### config.mk
export PLATFORM = sky130hd
export DESIGN_NAME = hdlc_frame_bit_serializer
export DESIGN_NICKNAME = d
export VERILOG_FILES = /design/src/hdl/hfbs_pkg.sv /design/src/hdl/hfbs_datapath.sv /design/src/hdl/hfbs_controller.sv /design/src/hdl/hdlc_frame_bit_serializer.sv
export SDC_FILE = /design/constraint.sdc
export NUM_CORES = 2
export LEC_CHECK = 0
export ABC_AREA = 0
export ABC_CLOCK_PERIOD_IN_PS = 4400
export BUFFER_PORTS_ARGS = -buffer_cell sky130_fd_sc_hd__buf_2
export CELL_PAD_IN_SITES_DETAIL_PLACEMENT = 1
export CELL_PAD_IN_SITES_GLOBAL_PLACEMENT = 2
export CORE_UTILIZATION = 42
export CTS_CLUSTER_DIAMETER = 120
export DETAILED_ROUTE_END_ITERATION = 10
export GPL_TIMING_DRIVEN = 1
export PLACE_DENSITY = 0.7
export SLEW_MARGIN = 5
export SYNTH_ARGS = -nofsm -noshare
export SYNTH_HDL_FRONTEND = slang
export SYNTH_HIERARCHICAL = 1
export SYNTH_SLANG_ARGS = --single-unit
### constraint.sdc
create_clock -name clock -period 4.4 [get_ports clock]
set_clock_uncertainty 0.05 [all_clocks]
set_input_delay 0 -clock clock [delete_from_list [all_inputs] [get_ports clock]]
set_output_delay 0 -clock clock [all_outputs]
set_load 0.03 [all_outputs]
### src/hdl/hfbs_pkg.sv
package hfbs_pkg;

   localparam int STORE_DEPTH = 256;
   localparam int ADDR_W = $clog2(STORE_DEPTH);
   localparam int CNT_W = ADDR_W + 1;

   localparam logic [7:0] FLAG_BYTE = 8'h7E;
   localparam logic [15:0] CRC_POLY = 16'h8408;
   localparam logic [15:0] CRC_INIT = 16'hFFFF;
   localparam logic [7:0] BYTE_ONES = 8'hFF;
   localparam logic [15:0] TX_DELAY_RESET = 16'd50;

   typedef enum logic [1:0] {
      FN_LOAD  = 2'd0,
      FN_START = 2'd1,
      FN_TICK  = 2'd2,
      FN_NONE  = 2'd3
   } func_type;

   typedef enum logic [1:0] {
      ST_OK    = 2'd0,
      ST_FULL  = 2'd1,
      ST_EMPTY = 2'd2,
      ST_BUSY  = 2'd3
   } status_type;

   typedef enum logic [2:0] {
      PH_IDLE  = 3'd0,
      PH_FLAGS = 3'd1,
      PH_DATA  = 3'd2,
      PH_CRCLO = 3'd3,
      PH_CRCHI = 3'd4,
      PH_CLOSE = 3'd5
   } phase_type;

   typedef enum logic {
      CTL_WAIT = 1'b0,
      CTL_EXEC = 1'b1
   } ctl_state_type;

   typedef struct packed {
      logic       capture;
      logic       exec;
      logic       load_byte;
      logic       start;
      logic       shift;
      logic       crc_step;
      logic       flag_dec;
      logic       next_byte;
      logic       clear;
      logic       tick_idle;
      phase_type  phase;
      logic       stuffing_off;
      logic       keyed;
      logic       frame_last;
      status_type status;
   } dp_cmd_type;

   typedef struct packed {
      func_type func;
      logic     wrap;
      logic     flags_zero;
      logic     last_byte;
      logic     count_full;
      logic     count_zero;
   } dp_sts_type;

endpackage

### src/hdl/hfbs_datapath.sv
module hfbs_datapath
   import hfbs_pkg::*;
(
   input  logic        clock,
   input  logic        reset,
   input  logic [1:0]  req_func,
   input  logic [7:0]  req_data_byte,
   input  logic        csr_write,
   input  logic [15:0] csr_tx_delay,
   input  dp_cmd_type  cmd,
   output dp_sts_type  sts,
   output logic        rsp_tx_bit,
   output logic        rsp_stuffing_off,
   output logic        rsp_keyed,
   output logic        rsp_frame_last,
   output logic [1:0]  rsp_status
);

   logic [7:0]        store [STORE_DEPTH];
   logic [7:0]        rd_data_ff;
   func_type          func_ff;
   logic [7:0]        data_ff;
   logic [CNT_W-1:0]  byte_count_ff, byte_count_in;
   logic [ADDR_W-1:0] read_index_ff, read_index_in;
   logic [2:0]        bit_index_ff, bit_index_in;
   logic [15:0]       flags_left_ff, flags_left_in;
   logic [15:0]       crc_ff, crc_in;
   logic [15:0]       tx_delay_ff, tx_delay_in;
   logic [7:0]        cur_byte;
   logic              frame_bit;
   logic              tx_bit_in;
   logic              crc_low;

   // Payload capture and store access.
   always_ff @(posedge clock) begin
      if (cmd.capture) begin
         func_ff <= func_type'(req_func);
         data_ff <= req_data_byte;
      end
      if (cmd.load_byte) begin
         store[byte_count_ff[ADDR_W-1:0]] <= data_ff;
      end
      rd_data_ff <= store[read_index_ff];
   end

   always_comb begin
      case (cmd.phase)
         PH_DATA:  cur_byte = rd_data_ff;
         PH_CRCLO: cur_byte = crc_ff[7:0] ^ BYTE_ONES;
         PH_CRCHI: cur_byte = crc_ff[15:8] ^ BYTE_ONES;
         default:  cur_byte = FLAG_BYTE;
      endcase
      frame_bit = cur_byte[bit_index_ff];

      if (cmd.tick_idle) begin
         tx_bit_in = 1'b1;
      end else if (cmd.shift) begin
         tx_bit_in = frame_bit;
      end else begin
         tx_bit_in = 1'b0;
      end

      byte_count_in = byte_count_ff;
      read_index_in = read_index_ff;
      bit_index_in  = bit_index_ff;
      flags_left_in = flags_left_ff;
      crc_in        = crc_ff;
      tx_delay_in   = csr_write ? csr_tx_delay : tx_delay_ff;

      crc_low = crc_ff[0] ^ frame_bit;

      if (cmd.load_byte) begin
         byte_count_in = byte_count_ff + CNT_W'(1);
      end
      if (cmd.start) begin
         flags_left_in = tx_delay_ff;
         bit_index_in  = 3'd0;
         read_index_in = '0;
         crc_in        = CRC_INIT;
      end
      if (cmd.shift) begin
         bit_index_in = bit_index_ff + 3'd1;
      end
      if (cmd.crc_step) begin
         crc_in = {1'b0, crc_ff[15:1]} ^ (crc_low ? CRC_POLY : 16'h0000);
      end
      if (cmd.flag_dec) begin
         flags_left_in = flags_left_ff - 16'd1;
      end
      if (cmd.next_byte) begin
         read_index_in = read_index_ff + ADDR_W'(1);
      end
      if (cmd.clear) begin
         byte_count_in = '0;
         read_index_in = '0;
      end
   end

   always_ff @(posedge clock) begin
      if (reset) begin
         byte_count_ff <= '0;
         read_index_ff <= '0;
         bit_index_ff  <= 3'd0;
         flags_left_ff <= 16'd0;
         crc_ff        <= CRC_INIT;
         tx_delay_ff   <= TX_DELAY_RESET;
      end else begin
         byte_count_ff <= byte_count_in;
         read_index_ff <= read_index_in;
         bit_index_ff  <= bit_index_in;
         flags_left_ff <= flags_left_in;
         crc_ff        <= crc_in;
         tx_delay_ff   <= tx_delay_in;
      end
   end

   always_ff @(posedge clock) begin
      if (cmd.exec) begin
         rsp_tx_bit       <= tx_bit_in;
         rsp_stuffing_off <= cmd.stuffing_off;
         rsp_keyed        <= cmd.keyed;
         rsp_frame_last   <= cmd.frame_last;
         rsp_status       <= cmd.status;
      end
   end

   assign sts.func       = func_ff;
   assign sts.wrap       = (bit_index_ff == 3'd7);
   assign sts.flags_zero = (flags_left_ff == 16'd0);
   assign sts.last_byte  = ({1'b0, read_index_ff} + CNT_W'(1)) >= byte_count_ff;
   assign sts.count_full = (byte_count_ff == CNT_W'(STORE_DEPTH));
   assign sts.count_zero = (byte_count_ff == '0);

endmodule

### src/hdl/hfbs_controller.sv
module hfbs_controller
   import hfbs_pkg::*;
(
   input  logic       clock,
   input  logic       reset,
   input  logic       req_valid,
   output logic       req_stall,
   output logic       rsp_valid,
   input  logic       rsp_stall,
   input  dp_sts_type sts,
   output dp_cmd_type cmd
);

   ctl_state_type state_ff, state_in;
   phase_type     phase_ff, phase_in;
   logic          rsp_valid_ff, rsp_valid_in;
   logic          slot_free;
   logic          exec;

   always_ff @(posedge clock) begin
      if (reset) begin
         state_ff     <= CTL_WAIT;
         phase_ff     <= PH_IDLE;
         rsp_valid_ff <= 1'b0;
      end else begin
         state_ff     <= state_in;
         phase_ff     <= phase_in;
         rsp_valid_ff <= rsp_valid_in;
      end
   end

   assign slot_free = !rsp_valid_ff || !rsp_stall;
   assign exec      = (state_ff == CTL_EXEC) && slot_free;
   assign req_stall = (state_ff != CTL_WAIT);
   assign rsp_valid = rsp_valid_ff;

   always_comb begin
      state_in     = state_ff;
      phase_in     = phase_ff;
      rsp_valid_in = rsp_valid_ff && rsp_stall;
      cmd          = '0;
      cmd.phase    = phase_ff;
      cmd.status   = ST_OK;

      case (state_ff)
         CTL_WAIT: begin
            if (req_valid) begin
               cmd.capture = 1'b1;
               state_in    = CTL_EXEC;
            end
         end
         CTL_EXEC: begin
            if (exec) begin
               cmd.exec     = 1'b1;
               rsp_valid_in = 1'b1;
               state_in     = CTL_WAIT;
               case (sts.func)
                  FN_LOAD: begin
                     if (phase_ff != PH_IDLE) begin
                        cmd.status = ST_BUSY;
                     end else if (sts.count_full) begin
                        cmd.status = ST_FULL;
                     end else begin
                        cmd.load_byte = 1'b1;
                     end
                     cmd.keyed = (phase_ff != PH_IDLE);
                  end
                  FN_START: begin
                     if (phase_ff != PH_IDLE) begin
                        cmd.status = ST_BUSY;
                     end else if (sts.count_zero) begin
                        cmd.status = ST_EMPTY;
                     end else begin
                        cmd.start = 1'b1;
                        phase_in  = PH_FLAGS;
                     end
                     cmd.keyed = (phase_in != PH_IDLE);
                  end
                  FN_TICK: begin
                     if (phase_ff == PH_IDLE) begin
                        cmd.tick_idle = 1'b1;
                     end else begin
                        cmd.keyed = 1'b1;
                        cmd.shift = 1'b1;
                        case (phase_ff)
                           PH_FLAGS: begin
                              cmd.stuffing_off = 1'b1;
                              if (sts.wrap) begin
                                 if (sts.flags_zero) begin
                                    phase_in = PH_DATA;
                                 end else begin
                                    cmd.flag_dec = 1'b1;
                                 end
                              end
                           end
                           PH_DATA: begin
                              cmd.crc_step = 1'b1;
                              if (sts.wrap) begin
                                 if (sts.last_byte) begin
                                    phase_in = PH_CRCLO;
                                 end else begin
                                    cmd.next_byte = 1'b1;
                                 end
                              end
                           end
                           PH_CRCLO: begin
                              if (sts.wrap) begin
                                 phase_in = PH_CRCHI;
                              end
                           end
                           PH_CRCHI: begin
                              if (sts.wrap) begin
                                 phase_in = PH_CLOSE;
                              end
                           end
                           default: begin
                              cmd.stuffing_off = 1'b1;
                              if (sts.wrap) begin
                                 cmd.frame_last = 1'b1;
                                 cmd.clear      = 1'b1;
                                 phase_in       = PH_IDLE;
                              end
                           end
                        endcase
                     end
                  end
                  default: begin
                  end
               endcase
            end
         end
         default: begin
            state_in = CTL_WAIT;
         end
      endcase
   end

   // A frame in flight always has at least one payload byte behind it.
   assert property (@(posedge clock) disable iff (reset)
      (phase_ff != PH_IDLE) |-> !sts.count_zero)
      else $error("frame in progress with an empty store");

   assert property (@(posedge clock) disable iff (reset)
      cmd.frame_last |=> (phase_ff == PH_IDLE) && sts.count_zero)
      else $error("closing flag did not return the block to idle");

   assert property (@(posedge clock) disable iff (reset)
      (cmd.start && cmd.exec) |=> (phase_ff == PH_FLAGS) && sts.wrap == 1'b0)
      else $error("accepted start did not arm the opening flags");

   assert property (@(posedge clock) disable iff (reset)
      cmd.exec |=> rsp_valid_ff && (state_ff == CTL_WAIT))
      else $error("executed transaction did not produce a result");

endmodule

### src/hdl/hdlc_frame_bit_serializer.sv
// Channel  | Handshake            | Payload
// ---------+----------------------+------------------------------------------
// req      | req_valid/req_stall  | req_func, req_data_byte
// rsp      | rsp_valid/rsp_stall  | rsp_tx_bit, rsp_stuffing_off, rsp_keyed,
//          |                      | rsp_frame_last, rsp_status
// csr      | csr_valid/csr_ready  | csr_tx_delay
//
// Each transaction is captured in the wait state and executed in the exec state,
// which loads the result register.
// The store read port is registered.
// A stalled result holds execution of the next transaction, one in flight.
// Synchronous reset clears the controller and counters and presets the CRC; the store
// is not cleared, since only written entries are ever read. csr_ready is always high.
module hdlc_frame_bit_serializer
   import hfbs_pkg::*;
(
   input  logic        clock,
   input  logic        reset,
   input  logic        req_valid,
   output logic        req_stall,
   input  logic [1:0]  req_func,
   input  logic [7:0]  req_data_byte,
   output logic        rsp_valid,
   input  logic        rsp_stall,
   output logic        rsp_tx_bit,
   output logic        rsp_stuffing_off,
   output logic        rsp_keyed,
   output logic        rsp_frame_last,
   output logic [1:0]  rsp_status,
   input  logic        csr_valid,
   output logic        csr_ready,
   input  logic [15:0] csr_tx_delay
);

   dp_cmd_type cmd;
   dp_sts_type sts;

   assign csr_ready = 1'b1;

   hfbs_controller u_controller (
      .clock     (clock),
      .reset     (reset),
      .req_valid (req_valid),
      .req_stall (req_stall),
      .rsp_valid (rsp_valid),
      .rsp_stall (rsp_stall),
      .sts       (sts),
      .cmd       (cmd)
   );

   hfbs_datapath u_datapath (
      .clock            (clock),
      .reset            (reset),
      .req_func         (req_func),
      .req_data_byte    (req_data_byte),
      .csr_write        (csr_valid && csr_ready),
      .csr_tx_delay     (csr_tx_delay),
      .cmd              (cmd),
      .sts              (sts),
      .rsp_tx_bit       (rsp_tx_bit),
      .rsp_stuffing_off (rsp_stuffing_off),
      .rsp_keyed        (rsp_keyed),
      .rsp_frame_last   (rsp_frame_last),
      .rsp_status       (rsp_status)
   );

endmodule
==> results.yml <==
setup_path:
  critPathCaptureType: "register"
  path_delay_family: "buffers and inverters"
  cpMaxStageDelayCell: "buf_4"
  start_kind: "register"
  critPathBufInv: 2
  worstPathCellList: "buf_12, buf_4, mux4_2, mux4_2, nor2_1, a31oi_1, nand3_1, nor4_1"
  max_stage_delay_ps: 630
  cpMostUsedCell: "mux4_2"
  path_max_fanout: 57
  r2r_setup_slack_ps: 580
  worst-setup-path-type: "register to register"
  cp.required_ps: 5100
  worst_ep_arrival_time_ps: 4520
place:
  placed_area_um2: 88800
  globalplace.congestion: 0.828
  post-place-ws_ps: 630
  port_buffers: 38
  place_inst: 6968
  hpwl_um: 134000
sta:
  worst_pin_slew_ps: 1360
  final_hold_viol_count: 0
  hold_slack_ps: 78.6
  slew_headroom_pct: 9.28
  rsz0062_at_grt: "no"
  final.setup.worst_slack_ps: 582
  clock.fmax_mhz: 262
  post-route-min-period_ps: 3820
  finalCritPeriodShare_pct: 86.8
  final_max_slew_viol_count: 0
  setup_viol: 0
  tns_ps: 0
die:
  initial_core_util_pct: 42.3
  core_um2: 197000
  num_io_pins: 40
  die_x_um: 448
  fp-row-count: 163
  dieHeight_um: 448
  die_area_um2: 200000
synthesis:
  ys_seq_elements: 2145
  synth_top_family_by_area: "multiplexers"
  ys_types: 68
  synthSimpleGateAreaFrac_pct: 3.52
  synthTopCellsByArea: "edfxtp_1 74%, mux4_2 13%, dfxtp_1 1.9%"
  yosysTopAreaCell: "edfxtp_1"
  synth-xor-area-share_pct: 0.201
  synth.avg_cell_area_um2: 20.2
  synth.area.mux_share_pct: 14.3
  synth_compound_area_share_pct: 3.60
  netlist_instances: 4136
  yosys_warnings: 6
  ys_seq_area_share_pct: 76.3
  synthFlopType: "edfxtp_1"
  synth_top_area_share_pct: 74.4
  synthArstFlopShare_pct: 0
  synthAdderAreaFrac_pct: 0.270
  syn_area_um2: 83400
  syn_nets: 4185
  synth_edf_count: 2064
final_layout:
  fill_cells: 17900
  fin_util_pct: 49.1
  finalNonFillerCells: 7460
  drive_gt1_share_pct: 26.2
  area_growth_pct: 16.1
  final_net_count: 4686
  seqCellArea_um2: 63600
  design_area_um2: 96700
  multi_input_area_um2: 18300
power:
  comb_power_share_pct: 1.5
  pwr-share-seq_pct: 54.5
  power.internal_mw: 32.7
  p_sw_mw: 8.47
  p_sw_share_pct: 20.5
  power.total_mw: 41.2
  clkPwrFrac_pct: 44.0
  p_leak_nw: 30.0
  ir_drop_mv: 0.465
  power.density_nw_per_um2: 426
cts:
  post_cts_resized: 0
  cts_buffers: 218
  clock_path_buffers: 3
  clk_latency_ps: 890
  cts_tree: "yes"
  hold_buffers: 89
  h-tree-depth: 4
  clk_pin_slew_ps: 60
  cts_setup_buffers: 0
  clock-sinks: 2145
  cts_root_buffer: "clkbuf_16"
route:
  via_count: 42500
  ant_nets: 0
  drcViolationCount: 0
  routed_wl_um: 218000
  avgViaCountPerCell: 5.70
  wire_per_inst_um: 29.2
  drtIter0Drc: 3865
  drt_pass1_iterations: 5
run:
  drv_cap: 0
grt:
  track_usage_pct: 21.8
  grt_pass1_vias: 44100
  grt_pass1_wl_um: 315000
  antenna_found_initial: 3
  grt_max_degree: 237
  grt.overflow.total: 0
outcome:
  status: "finished, final reports clean"
worst_hold_path:
  min_path_type: "input pin to register"
[worst min-delay path: stages]
cell,delay [ps]
dlygate4sd3_1,530
buf_2,230
nor2b_1,70
o21ai_0,70
o41ai_1,70
[Yosys cell counts (all sizes together) (29+ instances only)]
cell	n
edfxtp	2064
mux4	488
nor2	412
buf	143
o22ai	137
clkbuf	99
nand2	96
mux2i	92
dfxtp	81
a21oi	67
a22oi	49
a22o	33
nor3	32
nand3	29
nor2b	29
[registers in the layout, summed over array words and instances (netlist names), 2 cells and up]
name	cells
u_controller/phase_ff	3
u_datapath/bit_index_ff	3
u_datapath/byte_count_ff	9
u_datapath/crc_ff	16
u_datapath/data_ff	8
u_datapath/flags_left_ff	16
u_datapath/func_ff	2
u_datapath/rd_data_ff	8
u_datapath/read_index_ff	8
u_datapath/rsp_status	2
u_datapath/store	2048
u_datapath/tx_delay_ff	16
[cell families after synthesis]
group,count (synthesis)
DFF,2145
and+or+nand+nor,672
muxes,580
AOI/OAI and AO/OA,438
buffers and inverters,266
adders and majority gates,18
xor gates and xnor gates,16
other,1
[power groups by stage]
stage,logic [mW],clock network [mW],registers (mW)
2_1_floorplan,0.0783,0,23.1
3_3_place_gp,0.515,0,22.9
3_5_place_dp,0.549,0,22.9
4_1_cts,0.612,18.5,22.5
5_1_grt,0.655,19.1,22.5
6_report,0.609,18.1,22.5
[path summary, 6_finish.rpt]
check	from	to	depth (start not counted)
worst max-delay path	u_datapath/read_index_ff[1]$_SDFFE_PP0P_	u_datapath/rd_data_ff[3]$_DFF_P_	8
worst min-delay path	reset	u_controller/phase_ff[2]$_SDFFE_PP0P_	5
worst max register to register	u_datapath/read_index_ff[1]$_SDFFE_PP0P_	u_datapath/rd_data_ff[3]$_DFF_P_	8
worst min register to register	u_datapath/flags_left_ff[10]$_SDFFE_PP0P_	u_datapath/flags_left_ff[10]$_SDFFE_PP0P_	2
[cell type report]
cell class	count	share of cell area (%)
multi-input combinational	1725	18.9
clock buffer	265	5.86
clock inverter	135	1.38
antenna	3	0.00776
tap	2640	3.41
sequential	2145	65.8
inverter	24	0.0931
timing repair buffer	523	4.57
[routing by layer]
metal	GRT usage (%)	up-vias	wire [um]
met5	0	-	0
met4	6.26	0	5450
met3	3.17	287	11200
met2	35.7	1235	107000
met1	30.5	23000	94700
li1	-	18000	-
[cell usage in the layout (no fill, tap or decap), types with 7 or more instances in the layout]
cell type	synthesis	routed
buf_2	64	38
edfxtp_1	2064	2064
o21bai_1	10	10
a31oi_1	28	28
a211oi_1	27	27
nand2b_1	10	10
o22ai_1	137	137
nand2_1	95	95
dfxtp_1	81	77
nor3b_1	8	8
nor4_1	14	14
clkinv_1	0	47
clkbuf_1	99	43
ha_1	18	18
clkinv_2	0	39
a22oi_1	49	49
mux2i_1	92	92
o211ai_1	10	10
dlygate4sd3_1	0	89
nor2b_1	29	26
bufinv_16	0	16
buf_4	26	367
nand3_1	28	25
nor3_1	32	30
mux4_2	488	488
buf_12	2	29
xnor2_1	11	11
and3_1	7	7
a21oi_1	67	67
a22o_1	33	33
a221oi_1	18	18
nor2_1	411	409
o21ai_0	19	19
a211o_1	19	19
clkbuf_16	0	218
inv_1	23	23
clkinvlp_4	0	11
Note: power is estimated with default switching activity, not from simulation.
